<file path="src/rtl/vvfe_pkg.sv">
package vvfe_pkg;

	// Default edge length of the voxel cube.
	localparam int SIDE_DEF = 16;

	// Number of commands held between the front and the back.
	localparam int QUEUE_DEPTH = 4;

	localparam int COORD_W = 4;
	localparam int KIND_W  = 8;

	// Command codes carried through the queue.
	localparam logic OP_WRITE = 1'b0;
	localparam logic OP_MESH  = 1'b1;

	// One classified command: coordinates are already known to lie inside the cube.
	typedef struct packed {
		logic               op;
		logic [COORD_W-1:0] x;
		logic [COORD_W-1:0] y;
		logic [COORD_W-1:0] z;
		logic [KIND_W-1:0]  kind;
	} cmd_t;

endpackage

</file>
<file path="src/rtl/vvfe_front.sv">
module vvfe_front #(
	parameter int SIDE = vvfe_pkg::SIDE_DEF
) (
	input  logic                         clk,
	input  logic                         arst_n,
	input  logic                         req_valid,
	output logic                         req_stall,
	input  logic                         req_type,
	input  logic [vvfe_pkg::COORD_W-1:0] voxel_x,
	input  logic [vvfe_pkg::COORD_W-1:0] voxel_y,
	input  logic [vvfe_pkg::COORD_W-1:0] voxel_z,
	input  logic [vvfe_pkg::KIND_W-1:0]  kind_in,
	input  logic                         clear_busy,
	input  logic                         queue_full,
	output logic                         push,
	output vvfe_pkg::cmd_t               push_cmd
);
	import vvfe_pkg::*;

	localparam logic [6:0] SIDE_W = 7'(SIDE);

	logic accept;
	logic in_cube;
	logic vld_q;
	cmd_t cmd_q;

	// Words with a coordinate outside the cube are dropped here.
	assign in_cube = ({3'b000, voxel_x} < SIDE_W) && ({3'b000, voxel_y} < SIDE_W) &&
		({3'b000, voxel_z} < SIDE_W);

	assign req_stall = clear_busy || (vld_q && queue_full);
	assign accept    = req_valid && !req_stall;
	assign push      = vld_q && !queue_full;
	assign push_cmd  = cmd_q;

	// Holding register for one classified command.
	always_ff @(posedge clk or negedge arst_n) begin
		if (!arst_n) begin
			vld_q <= 1'b0;
		end else if (accept) begin
			vld_q <= in_cube;
		end else if (push) begin
			vld_q <= 1'b0;
		end
	end

	always_ff @(posedge clk) begin
		if (accept) begin
			cmd_q.op   <= req_type ? OP_MESH : OP_WRITE;
			cmd_q.x    <= voxel_x;
			cmd_q.y    <= voxel_y;
			cmd_q.z    <= voxel_z;
			cmd_q.kind <= kind_in;
		end
	end

endmodule

</file>
<file path="config.mk">
export PLATFORM = sky130hd
export DESIGN_NAME = vvfe_front
export DESIGN_NICKNAME = d
export VERILOG_FILES = /design/src/rtl/vvfe_pkg.sv /design/src/rtl/vvfe_front.sv
export SDC_FILE = /design/constraint.sdc
export NUM_CORES = 1
export LEC_CHECK = 0
export BUFFER_PORTS_ARGS = -buffer_cell sky130_fd_sc_hd__buf_2
export CAP_MARGIN = 20
export CORE_MARGIN = 2
export CORE_UTILIZATION = 40
export DETAILED_ROUTE_END_ITERATION = 10
export GPL_ROUTABILITY_DRIVEN = 0
export MAX_ROUTING_LAYER = met4
export PLACE_DENSITY = 0.86
export SLEW_MARGIN = 20
export SYNTH_ARGS = -nofsm -noshare
export SYNTH_HDL_FRONTEND = slang
export SYNTH_SLANG_ARGS = --single-unit
</file>
<file path="constraint.sdc">
create_clock -name clk -period 4.22 [get_ports clk]
set_clock_uncertainty 0.2 [all_clocks]
set_input_delay 0.844 -clock clk [delete_from_list [all_inputs] [get_ports clk]]
set_output_delay 0.844 -clock clk [all_outputs]
set_load 0.05 [all_outputs]
</file>
* Word-level counts from Yosys, hierarchy flattened
Index checks and enable logic that the tools add are counted.
Storage, ports and cells: register bits after elaboration 22, input port bits 26, output and inout port bits 23, word-level logic and storage cells 16
Operators by class: multiplexer cells 3, reductions and logical operators 7
Operators by type and width (number):
- 1-bit logical AND | 3
- 1-bit two-way mux | 3
- 1-bit logical NOT | 2
- 2-bit nonzero test | 1
- 1-bit logical OR | 1

* Depth between registers and ports, before layout
word-level depth 5, gate-level depth with buffers 2, depth with buffers taken out 2

* Worst setup path before layout
No wires, ideal clock.
path type input-to-output, start in queue_full, end out push, data arrival time 1.533 ns, path slack 1.643 ns, stages on the path 1, buffers on the path 0, path through nor2b_1
On the way: word-level cells in the longest chain between the ends 2
RTL lines:
- start: declaration | RTL line vvfe_front.sv:14 | input logic queue_full,
- 1-bit logical NOT | RTL line vvfe_front.sv:33 | assign push = vld_q && !queue_full;
- 1-bit logical AND | RTL line vvfe_front.sv:33
- end: declaration | RTL line vvfe_front.sv:15 | output logic push,
Every way passes these cells.

* Final worst setup path
start in queue_full, end out req_stall
On the way: word-level cells in the longest chain between the ends 2
RTL lines:
- 1-bit logical AND | RTL line vvfe_front.sv:31 | assign req_stall = clear_busy || (vld_q && queue_full);
- 1-bit logical OR | RTL line vvfe_front.sv:31
- end: declaration | RTL line vvfe_front.sv:7 | output logic req_stall,
Every way passes these cells.

==> results.cfg <==
[sta]
worst_slew_pin_slew_ps = 1060
fmax_mhz = 418.3
finalSetupTns_ps = 0
fin_crit_sh_pct = 56.65
hold_violations = 0
fin_hold_ws_ps = 109.7
grt_setup_unrepaired = false
final.min_clock_period_ps = 2391
setup_viol = 0
maxSlewHeadroom_pct = 29.30
slew_viol_final = 0

[power_and_ir_drop]
p_per_area_nw_per_um2 = 411.1
p_sw_share_pct = 25.16
power.leakage_nw = 0.4340
pwr-share-comb_pct = 15.2
seqPwrFrac_pct = 62.4
p_switching_mw = 0.1020
p_int_mw = 0.3033
peakVddDrop_v = 0.0002288
clkPwrFrac_pct = 22.4

[layout]
fin_nets = 107
diodes = 0
layout_common_cells = 48 x buf_2, 21 x edfxtp_1, 3 x clkbuf_4
fin_cells = 97
fillCellCount = 144
area_growth_pct = 41.22
layout_commonest_cell = buf_2
drive_above_1_share_pct = 66.25

[routing]
wirelength_mm = 1.233
drt-pass1-iter-count = 2
drt_iter0_markers = 5
wire_per_inst_um = 12.71
viasPerCell = 4.660
drc = 0
drt.antenna.violating_nets = 0
vias = 452

[flow_run]
drv_cap = 0

[logic_synthesis]
ys_warn_count = 0
ys_seq_area_share_pct = 93.91
syn_area_per_cell_um2 = 24.93
yosys_register_bits = 22
syn-num-nets = 54
synth_cell_types = 7
synthCells = 28
syn_area_um2 = 698.2

[clock_tree]
cts_buffers = 3
ctsResizeCount = 0
clk_path_buf_depth = 2
cts_root_buffer = clkbuf_4
cts_hold_buf = 0
cts_tree = done
path_clk_slew_ps = 100
post_cts.repair.setup_buffers = 0
clock_latency_ps = 280
h-tree-depth = 1
cts.sinks = 22

[floorplanning]
die-area_um2 = 2096
row_count = 15
die_x_um = 45.78
core-area_um2 = 1689
start_util_pct = 41.33
die_y_um = 45.78
io_pins = 49

[setup_path]
crit_type = in2out
cp-start-kind = input port
end_kind = output pin
cpMaxStageDelayCell = buf_2
worstPathCellList = buf_2, nand2_1, nand2b_1, buf_2
crit_fanout = 3
crit_top_cell = buf_2
reg2reg_slack_ps = 2380
max_stage_delay_ps = 250
required_ps = 3180
cp.arrival_ps = 1350

[grt]
grt_pass1_vias = 437
grt_overflow_total = 0
grt_pass1_wl_mm = 1.738
grt_usage_pct = 12.82
antenna_found_initial = 0
grt_max_degree = 22

[place]
dp.cells = 93
port_buffers = 48

[hold_path]
hold_path.class = in2async

[run_status]
status = complete, no violations
==> through the flow <==
stage	setup WS (ps)	utilization, %	total power, mW	area, µm²
6_report	1829	58.37	0.4054	985.9
5_1_grt	1807	58.37	0.4218	985.9
4_1_cts	1828	58.37	0.4122	985.9
3_5_place_dp	1729	56.81	0.3204	959.7
3_3_place_gp	1816	56.81	0.3191	959.7
2_1_floorplan	1643	-	0.2985	698.2
==> logic make-up after synthesis <==
group / count (synthesis) / synth area share [%]
AOI/OAI and AO/OA: 1 / 1.255
DFF: 22 / 93.91
and+or+nand+nor: 5 / 4.840
==> worst max-delay path: cells and delay by family <==
kind / cells / cell delay (ps)
AND/OR/NAND/NOR: 2 / 140
buffers and inverters: 2 / 360
==> cells in the mapped netlist (all sizes together) <==
cell,number,area (µm²)
a21oi,1,8.760
nor2b,1,6.260
nand2b,2,20.02
dfrtp,1,25.02
nand2,2,7.510
edfxtp,21,630.6
==> worst paths after layout <==
path	from	endpoint	cells past startpoint
setup / recovery	queue_full	req_stall	4
hold / removal	arst_n	vld_q	1
setup reg to reg	vld_q	push_cmd[4]	1
hold reg to reg	vld_q	vld_q	2
max in group asynchronous	arst_n	vld_q	1
min in group clk	vld_q	vld_q	2
==> power groups by stage <==
stage,logic (mW),registers [mW],clock network [mW]
6_report,0.0616,0.253,0.0906
3_5_place_dp,0.0623,0.258,0
3_3_place_gp,0.0612,0.258,0
4_1_cts,0.0623,0.253,0.0968
5_1_grt,0.0647,0.254,0.103
2_1_floorplan,0.0109,0.288,0
==> flip-flops by register name, indices dropped and copies added (netlist names) <==
name,cells
vld_q,1
push_cmd,21
==> layer usage <==
metal  track usage (%)  up-vias  routed length (µm)
li1                  -      212                   -
met1             15.59      194                 494
met2             19.15       46                 529
met3             3.968        0                 209
met4             6.857        0                   0
met5                 -        -                   0
==> final cells by class <==
class / count / area (µm²) / share of cell area, %
multi-input cells: 6 / 42.54 / 4.315
flip-flops and latches: 22 / 655.6 / 66.50
well taps: 17 / 21.27 / 2.157
repair buffers: 48 / 240.2 / 24.37
clock buffers: 4 / 26.28 / 2.665
Note: power is estimated with default switching activity, not from simulation.
