<file path="src/rtl/vvfe_pkg.sv">
package vvfe_pkg;

	// Default edge length of the voxel cube.
	localparam int SIDE_DEF = 16;

	// Number of commands held between the front and the back.
	localparam int QUEUE_DEPTH = 4;

	localparam int COORD_W = 4;
	localparam int KIND_W  = 8;

	// Command codes carried through the queue.
	localparam logic OP_WRITE = 1'b0;
	localparam logic OP_MESH  = 1'b1;

	// One classified command: coordinates are already known to lie inside the cube.
	typedef struct packed {
		logic               op;
		logic [COORD_W-1:0] x;
		logic [COORD_W-1:0] y;
		logic [COORD_W-1:0] z;
		logic [KIND_W-1:0]  kind;
	} cmd_t;

endpackage

</file>
<file path="src/rtl/vvfe_queue.sv">
module vvfe_queue (
	input  logic          clk,
	input  logic          arst_n,
	input  logic          push,
	input  vvfe_pkg::cmd_t push_cmd,
	output logic          full,
	input  logic          pop,
	output vvfe_pkg::cmd_t head,
	output logic          empty
);
	import vvfe_pkg::*;

	localparam int PW = (QUEUE_DEPTH > 1) ? $clog2(QUEUE_DEPTH) : 1;
	localparam int CW = $clog2(QUEUE_DEPTH + 1);

	cmd_t          slot_q [QUEUE_DEPTH];
	logic [PW-1:0] wr_ptr_q;
	logic [PW-1:0] rd_ptr_q;
	logic [CW-1:0] count_q;

	assign full  = (count_q == CW'(QUEUE_DEPTH));
	assign empty = (count_q == '0);
	assign head  = slot_q[rd_ptr_q];

	// Pointer and fill count bookkeeping.
	always_ff @(posedge clk or negedge arst_n) begin
		if (!arst_n) begin
			wr_ptr_q <= '0;
			rd_ptr_q <= '0;
			count_q  <= '0;
		end else begin
			if (push) begin
				wr_ptr_q <= (wr_ptr_q == PW'(QUEUE_DEPTH - 1)) ? '0 : wr_ptr_q + PW'(1);
			end
			if (pop) begin
				rd_ptr_q <= (rd_ptr_q == PW'(QUEUE_DEPTH - 1)) ? '0 : rd_ptr_q + PW'(1);
			end
			if (push && !pop) begin
				count_q <= count_q + CW'(1);
			end else if (pop && !push) begin
				count_q <= count_q - CW'(1);
			end
		end
	end

	// Command storage.
	always_ff @(posedge clk) begin
		if (push) begin
			slot_q[wr_ptr_q] <= push_cmd;
		end
	end

endmodule

</file>
<file path="config.mk">
export PLATFORM = sky130hd
export DESIGN_NAME = vvfe_queue
export DESIGN_NICKNAME = d
export VERILOG_FILES = /design/src/rtl/vvfe_pkg.sv /design/src/rtl/vvfe_queue.sv
export SDC_FILE = /design/constraint.sdc
export NUM_CORES = 1
export LEC_CHECK = 0
export CORE_ASPECT_RATIO = 1.25
export CORE_MARGIN = 2
export CORE_UTILIZATION = 25
export CTS_BUF_LIST = sky130_fd_sc_hd__clkbuf_2 sky130_fd_sc_hd__clkbuf_4 sky130_fd_sc_hd__clkbuf_8
export DETAILED_ROUTE_END_ITERATION = 8
export DONT_BUFFER_PORTS = 1
export PLACE_DENSITY = 0.47
export SKIP_LAST_GASP = 1
export SLEW_MARGIN = 0
export SYNTH_ARGS = -nofsm -noshare
export SYNTH_HDL_FRONTEND = slang
export SYNTH_SLANG_ARGS = --single-unit
</file>
<file path="constraint.sdc">
create_clock -name clk -period 1.7 [get_ports clk]
set_clock_uncertainty 0.1 [all_clocks]
set_input_delay 0.255 -clock clk [delete_from_list [all_inputs] [get_ports clk]]
set_output_delay 0.255 -clock clk [all_outputs]
set_load 0.02 [all_outputs]
</file>
==> Word-level counts from Yosys, hierarchy flattened <==
Memory sizes are Yosys's and may differ from the RTL's.
Cells that the tools add are included.
{ "totals": {"register_bits": 7, "latchBits": 0, "ramBits": 84, "romBits": 0, "inputBits": 25, "output_inout_bits": 23, "wordCells": 23, "memories": 1} }
{ "classes": {"add_sub_neg": 4, "mul": 0, "div": 0, "n_lt_le_gt_ge": 0, "n_eq_ne": 3, "shifts": 0, "mux": 6, "n_bitwise": 0, "n_reduce_logical": 6} }
{ "memory_table": {"columns": ["name", "depth", "word_bits", "rd", "rd_ports_with_merged_regs", "wr", "line_no", "rtl"], "rows": [
  ["slot_q", 4, 21, 1, 0, 1, "vvfe_queue.sv:16", "cmd_t slot_q [QUEUE_DEPTH];"]
]} }
{ "ops": {"columns": ["op", "count"], "rows": [
  ["$mux 3", 2],
  ["$add 2x1->2 const B", 2],
  ["$eq 2x2->1 const B", 2],
  ["$mux 2", 2],
  ["$add 3x1->3 const B", 1],
  ["$eq 3x3->1 const B", 1],
  ["$logic_not 3->1", 1],
  ["$sub 3x1->3 const B", 1],
  ["$logic_and 1x1->1", 2],
  ["$logic_not 1->1", 2],
  ["$mux 1", 2],
  ["$reduce_bool 2->1", 1]
]} }

==> Depth between registers and ports, before layout <==
Gate-level depths: netlist (run 1).
{ "logic_depth": {"ltp_word": 4, "depth_mapped": 7, "ltp_nobuf": 7} }

==> Worst setup path before layout (run 1) <==
No wires, ideal clock.
{ "synth_path": {"kind": "flip-flop to flip-flop", "from": "reg wr_ptr_q[0]", "to": "mem slot_q[2][0] (netlist bit), enable pin", "setup_time_ps": 379, "arrival_time_ps": 1161, "t_required_ps": 1221, "path_slack_ps": 60, "stages_incl_launch_ff": 4, "n_path_buf": 0, "synth_period_minus_slack_ps": 1640, "cell_sequence": "dfrtp_1 -> inv_1 -> ha_1 -> and2_1"} }
{ "synth_rtl": {"columns": ["item", "line_no", "rtl"], "rows": [
  ["start: declaration", "vvfe_queue.sv:17", "logic [PW-1:0] wr_ptr_q;"],
  ["start signal: assignment", "vvfe_queue.sv:33", "wr_ptr_q <= (wr_ptr_q == PW'(QUEUE_DEPTH - 1)) ? '0 : wr_ptr_q + PW'(1);"],
  ["end: declaration", "vvfe_queue.sv:16", null]
]} }
No word-level cell before the write port.

==> results by group, run 1 <==
Status
  – Status: complete, but fails checks
  – Failing checks: negative setup slack

Setup path
  – CP Capture Type: primary output
  – Arr. time, crit path: 1590 ps
  – R2R Path Start: wr_ptr_q[0]$_DFFE_PN0P_
  – Cells on worst reg2reg path: 3
  – Crit start category: register
  – FF-to-FF End: slot_q[3][2]$_DFFE_PP_
  – CP required: 1340 ps
  – R2r setup slk: 170 ps
  – Worst setup path startpoint: rd_ptr_q[0]$_DFFE_PN0P_
  – Critical path peak fanout: 7
  – CP Class: reg2out

Detailed routing
  – Routed wl met2: 3510 um
  – Vias per cell: 4.123
  – Top Layer Used: met4
  – Final antenna-violating net count: 0
  – # DRC: 0
  – Vias: 1546
  – Met3 wire len: 308 um
  – Starting DRT DRC Count: 75
  – Post-DR wirelength/cell: 17.53 um
  – Routed wire length: 6575 um
  – Metal-1 WL: 2654 um
  – First-pass iteration count of the detailed router: 3

STA
  – Fin Hold WS: 30.93 ps
  – F_max: 0.5137 GHz
  – Setup violators final: 21
  – Slew Limit Headroom: 74.18%
  – Final setup margin: -246.5 ps
  – Final hold violations: 0
  – Slew Limit Fails: 0
  – Final min period: 1947 ps
  – Tcrit/Tclk final: 114.5%
  – Actual slew at the worst max-slew pin: 386.0 ps
  – RSZ-0062 raised after global routing: true

Synthesis
  – Count of different cell masters after synthesis: 20
  – Post-Syn Area: 3477 um2
  – #FFs+latches synth: 91
  – Yosys warning count: 0
  – Top post-synthesis cells by area: edfxtp_1 73%, mux4_2 12%, dfrtp_1 5.0%, mux4_1 2.3%, ha_1 2.2%
  – Area leader, netlist: edfxtp_1
  – Sequential area share after synthesis: 77.58%
  – Syn_area_per_cell: 23.65 um2
  – Synth Instances: 147
  – Synthesized net count: 179
  – Yosys top cell area share: 72.54%

Run
  – Max Cap Viol: 0

Placed design
  – Placed cells: 333
  – Port Buf Inserts: 0
  – Gp weighted congestion: 0.6165
  – Dpl hpwl: 4265 um

Global routing
  – Initial antenna violation count: 0
  – Grt ovf: 0
  – Largest net degree at the start of global routing: 20
  – First-pass GRT wire length: 10030 um
  – Tot GR Track Use: 9.658%
  – Vias in the first global route: 1761

Min path
  – HP Class: in2reg
  – HP Start: pop
  – WHS Path Cells: 2
  – Hold Path End: rd_ptr_q[0]$_DFFE_PN0P_

Clock tree
  – Clk slew on worst S/H paths: 90 ps
  – Clock Tree Root: clkbuf_8
  – Total CTS buffers: 9
  – Worst skew pair latency: 360 ps
  – # H-tree levels: 3
  – CTS tree: built
  – Clk sinks: 91
  – CTS Buffer Depth: 2

Floorplan
  – I/O pin cnt: 48
  – Initial core utilization: 25.39%
  – FP Rows: 48
  – Die area: 14870 um2
  – Die Height: 135.9 um
  – Core ar.: 13690 um2
  – Die width: 109.5 um

Finish
  – Area Growth Syn to Fin: 23.46%
  – Layout cells sized above 1: 30.00%
  – Most frequent cells in the layout: 84 x edfxtp_1, 24 x dlygate4sd3_1, 21 x mux4_2
  – Finished Layout Cells: 375
  – Antenna Cells: 0
  – Commonest non-fill, non-tap cell in the layout: edfxtp_1
  – Final net count: 227

Power
  – Leak Pwr: 1.419 nW
  – Pwr dens: 1539 nW/um2
  – Peak VDD IR: 0.4762 mV
  – Total chip power: 0.006605 W
==> metal layers <==
layer / vias to the layer above / GRT usage [%]
met3: 9 / 3.787
met5: - / 0
met1: 806 / 10.76
met2: 35 / 16.53
li1: 696 / -
met4: 0 / 3.586
==> cell families (layout without fill, tap and decap cells) <==
logic type,after synthesis,after routing,share of synthesized area [%]
simple gates,11,11,1.655
compound gates,3,3,0.5039
flops,91,91,77.58
buf+inv,9,62,2.195
xor+xnor,3,3,0.7558
fa+ha+maj,7,7,2.735
mux,23,23,14.57
==> how the worst max path moves through the flow <==
stage,end,slack [ps]
6_report,head[6],-250
5_1_grt,head[6],-320
4_1_cts,head[15],-280
3_5_place_dp,head[6],90
3_3_place_gp,head[9],110
2_1_floorplan,slot_q[2][0]$_DFFE_PP_,60
==> per-stage QoR <==
| step | TNS [ps] | setup WS [ps] | util, % | cell area [um2] |
|---|---|---|---|---|
| finish | -4805 | -246.5 | 31.35 | 4293 |
| CTS | -5510 | -282.8 | 31.21 | 4274 |
| detailed placement | 0 | 89.33 | 27.98 | 3831 |
| floorplan | 0 | 59.70 | - | 3477 |
| global placement | 0 | 106.1 | 27.98 | 3831 |
| global route | -6340 | -318.5 | 31.35 | 4293 |
==> cells in the mapped netlist <==
| master | number |
|---|---|
| a21o_1 | 1 |
| mux4_2 | 18 |
| buf_6 | 1 |
| ha_1 | 6 |
| fa_1 | 1 |
| nor3_1 | 2 |
| inv_1 | 4 |
| and2_1 | 4 |
| xor2_1 | 2 |
| edfxtp_1 | 84 |
| nor2_1 | 2 |
| nand2_1 | 2 |
| xnor2_1 | 1 |
| buf_2 | 2 |
| nor3b_1 | 1 |
| o21ai_0 | 2 |
| mux4_1 | 3 |
| mux2_2 | 2 |
| buf_12 | 2 |
| dfrtp_1 | 7 |
==> sequential cells by signal (all words and copies together) (netlist names) <==
signal,flops
wr_ptr_q,2
count_q,3
slot_q,84
rd_ptr_q,2
==> power breakdown <==
| group | switching, W | internal, W | total (W) |
|---|---|---|---|
| Clock | 0.000797 | 0.000539 | 0.00134 |
| Sequential | 0.000175 | 0.00289 | 0.00306 |
| Combinational | 0.00121 | 0.00100 | 0.00221 |
==> critical path, stage by stage (launching register included) <==
cell and delay, ps:
dfrtp_2 470, buf_12 160, mux4_2 590
==> timing repair <==
| item | CTS | global route |
|---|---|---|
| resized for setup | 9 | 4 |
| endpoints found under the setup margin | 21 | 23 |
| pin swaps | 0 | 0 |
| hold buffers | 24 | 0 |
| buffers inserted | 2 | 0 |
| hold endpoints to repair | 94 | 0 |
==> final cells by class <==
class	count	area, um2
clock buffers	9	123.9
clock inverters	7	51.30
fillers	1331	9400
inverters	4	15.01
multi-input cells	47	701.9
flip-flops and latches	91	2699
well taps	175	219.0
repair buffers	42	483.0
No activity file was read; power rests on OpenSTA's default activity.
==> run 2, diff against run 1 <==
Settings changed: BUFFER_PORTS_ARGS from default to -buffer_cell sky130_fd_sc_hd__clkbuf_2, DONT_BUFFER_PORTS 1 to default, GPL_ROUTABILITY_DRIVEN from default to 0, PLACE_DENSITY 0.47 to 0.5, SKIP_CTS_REPAIR_TIMING from default to 1.
==> run 2 against run 1 <==
Against the previous run: the flow still finishes with violations (negative setup slack); utilization up 0.073 points; sequential share of layout area decreased by 0.15 points; fmax shrank 4.7%; cell count rose by 6.7%; routed wire length decreased by 4.4%; count of clock-buffer cells in the layout is the same; combinational power up 8%; via count increased by 5.2%; critical path depth increased by 1; critical path type unchanged; largest cell class unchanged.
==> results by group, run 2 (same netlist as run 1, synthesis figures left out) <==
Detailed routing
  – Starting DRT DRC Count: 64
  – Routed wire length: 6286 um
  – # DRC: 0
  – Final antenna-violating net count: 0
  – Vias: 1627
  – First-pass iteration count of the detailed router: 4
  – Vias per cell: 4.068
  – Post-DR wirelength/cell: 15.72 um
  – Metal-1 WL: 2532 um
  – Met3 wire len: 296 um
  – Top Layer Used: met4
  – Routed wl met2: 3340 um

Floorplan
  – Initial core utilization: 25.39%
  – Die width: 109.5 um
  – FP Rows: 48
  – Core ar.: 13690 um2
  – Die Height: 135.9 um
  – I/O pin cnt: 48
  – Die area: 14870 um2

Status
  – Failing checks: negative setup slack
  – Status: complete, but fails checks

Global routing
  – Largest net degree at the start of global routing: 22
  – First-pass GRT wire length: 9646 um
  – Initial antenna violation count: 0
  – Grt ovf: 0
  – Tot GR Track Use: 9.239%
  – Vias in the first global route: 1770

STA
  – Actual slew at the worst max-slew pin: 211.8 ps
  – Final setup margin: -343.5 ps
  – Tcrit/Tclk final: 120.2%
  – Final hold violations: 0
  – RSZ-0062 raised after global routing: true
  – Slew Limit Headroom: 85.88%
  – Setup violators final: 21
  – Final min period: 2043 ps
  – Final setup TNS: -6553 ps
  – Fin Hold WS: 10.11 ps
  – Slew Limit Fails: 0
  – F_max: 0.4894 GHz

Placed design
  – Placed cells: 379
  – Port Buf Inserts: 47
  – Dpl hpwl: 4280 um

Min path
  – WHS Path Cells: 1
  – Hold Path End: slot_q[0][10]$_DFFE_PP_
  – HP Start: push_cmd[10]
  – HP Class: in2reg

Finish
  – Biggest regs: slot_q x84, count_q x3
  – Biggest register: slot_q
  – Commonest non-fill, non-tap cell in the layout: edfxtp_1
  – Max FFs per register: 84
  – Area Growth Syn to Fin: 23.75%
  – Finished Layout Cells: 400
  – Layout cells sized above 1: 45.33%
  – Final net count: 252
  – Antenna Cells: 0
  – Most frequent cells in the layout: 84 x edfxtp_1, 43 x clkbuf_2, 21 x mux4_2

Clock tree
  – Total CTS buffers: 9
  – Clk sinks: 91
  – Clock Tree Root: clkbuf_8
  – Clk slew on worst S/H paths: 100 ps
  – Worst skew pair latency: 360 ps
  – CTS Buffer Depth: 2
  – # H-tree levels: 3
  – CTS tree: built

Run
  – Max Cap Viol: 0

Power
  – Peak VDD IR: 0.6526 mV
  – Pwr dens: 1585 nW/um2
  – Leak Pwr: 1.527 nW

Setup path
  – Worst setup path startpoint: rd_ptr_q[0]$_DFFE_PN0P_
  – CP required: 1340 ps
  – Largest stage delay on the critical path: 520 ps
  – Arr. time, crit path: 1690 ps
  – CP Capture Type: primary output
  – FF-to-FF End: count_q[2]$_DFFE_PN0P_
  – Critical path peak fanout: 10
  – Crit-path leading delay family: multiplexers
  – Worst path bufs/invs: 2
  – R2R Path Start: count_q[0]$_DFFE_PN0P_
  – Crit start category: register
  – Critical Path Slowest Stage Cell: mux4_2
  – Cells on worst reg2reg path: 4
  – Cells along the critical path: buf_12 -> mux4_2 -> clkbuf_2
  – R2r setup slk: 240 ps
  – CP Class: reg2out
[run 2: report_power, final]
| part | internal, W | total, W | leakage [nW] | switching [W] |
|---|---|---|---|---|
| registers | 0.00289 | 0.00305 | 0.854 | 0.000161 |
| clock network | 0.000577 | 0.00140 | 0.100 | 0.000820 |
| logic | 0.00112 | 0.00238 | 0.573 | 0.00125 |
| total | 0.00459 | 0.00682 | 1.53 | 0.00223 |
[run 2: worst max path at each step]
| stage | slack [ps] | cells past startpoint | end |
|---|---|---|---|
| 6_report | -340 | 3 | head[1] |
| 2_1_floorplan | 60 | 3 | slot_q[2][0]$_DFFE_PP_ |
| 3_5_place_dp | 20 | 3 | head[13] |
| 4_1_cts | -410 | 3 | head[13] |
| 3_3_place_gp | 40 | 3 | head[13] |
| 5_1_grt | -430 | 3 | head[1] |
[run 2: metrics by stage]
stage / setup slack [ps] / power, W / utilization, % / cell area, um2
global placement: 38.49 / 0.005457 / 29.55 / 4046
detailed placement: 20.21 / 0.005467 / 29.55 / 4046
global route: -433.4 / 0.007238 / 31.42 / 4303
CTS: -407.5 / 0.006884 / 30.96 / 4239
finish: -343.5 / 0.006822 / 31.42 / 4303
floorplan: 59.70 / 0.004624 / - / 3477
[run 2: final cells by class]
| type | instances | area, um2 |
|---|---|---|
| fillers | 1338 | 9390 |
| repair buffers | 67 | 485.5 |
| clock buffers | 9 | 123.9 |
| clock inverters | 7 | 68.82 |
| multi-input cells | 47 | 691.9 |
| inverters | 4 | 15.01 |
| well taps | 175 | 219.0 |
| flip-flops and latches | 91 | 2699 |
[run 2: per-layer routing]
| metal | GRT usage, % | vias to the layer above |
|---|---|---|
| met5 | 0 | - |
| met4 | 4.219 | 0 |
| met3 | 3.404 | 8 |
| met2 | 15.67 | 33 |
| met1 | 10.21 | 842 |
| li1 | - | 744 |
[run 2: worst reg2reg max path: stages (launching register included)]
cell and delay [ps]:
dfrtp_1 440, fa_1 440, xor2_1 150, nor2_1 120
xor2_1 150
==> run 3, diff against run 2 <==
Settings changed: BUFFER_PORTS_ARGS -buffer_cell sky130_fd_sc_hd__clkbuf_2 to -buffer_cell sky130_fd_sc_hd__buf_2.
==> run 3 against run 2 <==
Against the previous run: the run still ends with negative setup slack left; sequential cell count unchanged; power decreased by 1.5%; via count decreased by 1.4%; fmax increased by 1.4%; first-iteration DRC count is 20% lower; routed wire length is 1.4% higher; register-to-register slack barely moved; combinational power decreased by 4%; cell area shrank 1.1%; sequential power hardly changed; critical endpoint is now head[12]; largest power group unchanged.
==> results by group, run 3 (same netlist as run 1, synthesis figures left out) <==
Status
  – Status: complete, but fails checks
  – Failing checks: negative setup slack

Placed design
  – Pre-CTS WS: 26.39 ps
  – Dpl hpwl: 4217 um
  – Placed cells: 378
  – Port Buf Inserts: 47

Floorplan
  – Initial core utilization: 25.39%
  – FP Rows: 48
  – Die area: 14870 um2
  – Die Height: 135.9 um
  – Core ar.: 13690 um2
  – Die width: 109.5 um
  – I/O pin cnt: 48

Detailed routing
  – Vias: 1604
  – First-pass iteration count of the detailed router: 4
  – Post-DR wirelength/cell: 15.98 um
  – Starting DRT DRC Count: 51
  – Final antenna-violating net count: 0
  – Vias per cell: 4.020
  – # DRC: 0
  – Routed wire length: 6376 um

Setup path
  – Critical path peak fanout: 9
  – CP Class: reg2out
  – R2r setup slk: 240 ps
  – Arr. time, crit path: 1660 ps
  – CP Capture Type: primary output
  – CP required: 1340 ps
  – Crit start category: register
  – Cells on worst reg2reg path: 4
  – FF-to-FF End: count_q[2]$_DFFE_PN0P_
  – R2R Path Start: count_q[0]$_DFFE_PN0P_

Finish
  – Finished Layout Cells: 399
  – Biggest regs: slot_q x84, count_q x3
  – Area Growth Syn to Fin: 22.42%
  – Layout cells sized above 1: 43.50%
  – Most frequent cells in the layout: 84 x edfxtp_1, 47 x buf_2, 20 x mux4_2
  – Max FFs per register: 84
  – Commonest non-fill, non-tap cell in the layout: edfxtp_1
  – Layout Utilization: 31.09%
  – Biggest register: slot_q
  – Final net count: 250

Min path
  – WHS Path Cells: 1
  – Hold Path End: slot_q[2][1]$_DFFE_PP_
  – HP Class: in2reg
  – HP Start: push_cmd[1]

STA
  – RSZ-0062 raised after global routing: true
  – Final setup margin: -314.6 ps
  – Slew Limit Headroom: 87.13%
  – Tcrit/Tclk final: 118.5%
  – Setup violators final: 21
  – Fin Hold WS: 14.47 ps
  – F_max: 0.4964 GHz
  – Actual slew at the worst max-slew pin: 193.0 ps
  – Final hold violations: 0
  – Slew Limit Fails: 0
  – Final min period: 2015 ps

Clock tree
  – CTS Buffer Depth: 2
  – # H-tree levels: 3
  – Clk sinks: 91
  – Clk slew on worst S/H paths: 90 ps
  – Worst skew pair latency: 350 ps
  – Total CTS buffers: 9
  – CTS tree: built
  – Clock Tree Root: clkbuf_8

Global routing
  – Vias in the first global route: 1702
  – Initial antenna violation count: 1
  – First-pass GRT wire length: 9749 um
  – Largest net degree at the start of global routing: 22
  – Grt ovf: 0
  – Tot GR Track Use: 9.287%

Power
  – Peak VDD IR: 0.5572 mV
  – Pwr dens: 1579 nW/um2
  – Leak Pwr: 1.490 nW

Run
  – Max Cap Viol: 0
## run 3: how the worst max path moves through the flow
stage	from	endpoint	slack, ps	cells past startpoint
2_1_floorplan	wr_ptr_q[0]$_DFFE_PN0P_	slot_q[2][0]$_DFFE_PP_	60	3
3_3_place_gp	rd_ptr_q[0]$_DFFE_PN0P_	head[8]	40	3
3_5_place_dp	rd_ptr_q[0]$_DFFE_PN0P_	head[14]	30	3
4_1_cts	rd_ptr_q[0]$_DFFE_PN0P_	head[14]	-380	3
5_1_grt	rd_ptr_q[0]$_DFFE_PN0P_	head[12]	-400	3
6_report	rd_ptr_q[0]$_DFFE_PN0P_	head[12]	-310	3
## run 3: stage by stage
| step | TNS [ps] | cell area [um2] | total power, W |
|---|---|---|---|
| floorplan | 0 | 3477 | 0.004624 |
| global placement | 0 | 4026 | 0.005425 |
| detailed placement | 0 | 4026 | 0.005443 |
| CTS | -7088 | 4214 | 0.006853 |
| global route | -7501 | 4254 | 0.007136 |
| finish | -5879 | 4257 | 0.006720 |
## run 3: report_power, final
group | internal, W | total [W] | switching (W)
clock | 0.000681 | 0.00139 | 0.000710
sequential | 0.00289 | 0.00304 | 0.000153
combinational | 0.00103 | 0.00229 | 0.00125
total | 0.00460 | 0.00672 | 0.00212
## run 3: per-layer routing
metal / routed length, um / GRT usage (%) / part of all wire [%]
met3: 355 / 3.500 / 5.6
met4: 110 / 3.797 / 1.7
met2: 3227 / 14.78 / 51
met1: 2683 / 11.31 / 42
met5: 0 / 0 / 0
## run 3: area by class of cell
class,instances,area [um2]
Antenna cell,1,2.502
Clock buffer,10,131.4
Clock inverter,6,56.30
Fill cell,1352,9437
Inverter,4,15.01
Multi-Input combinational cell,47,695.7
Sequential cell,91,2699
Tap cell,175,219.0
Timing Repair Buffer,65,437.9
## run 3: critical path: stages (launching register included)
cell,delay [ps]
dfrtp_2,420
buf_12,160
mux4_1,550
buf_2,180
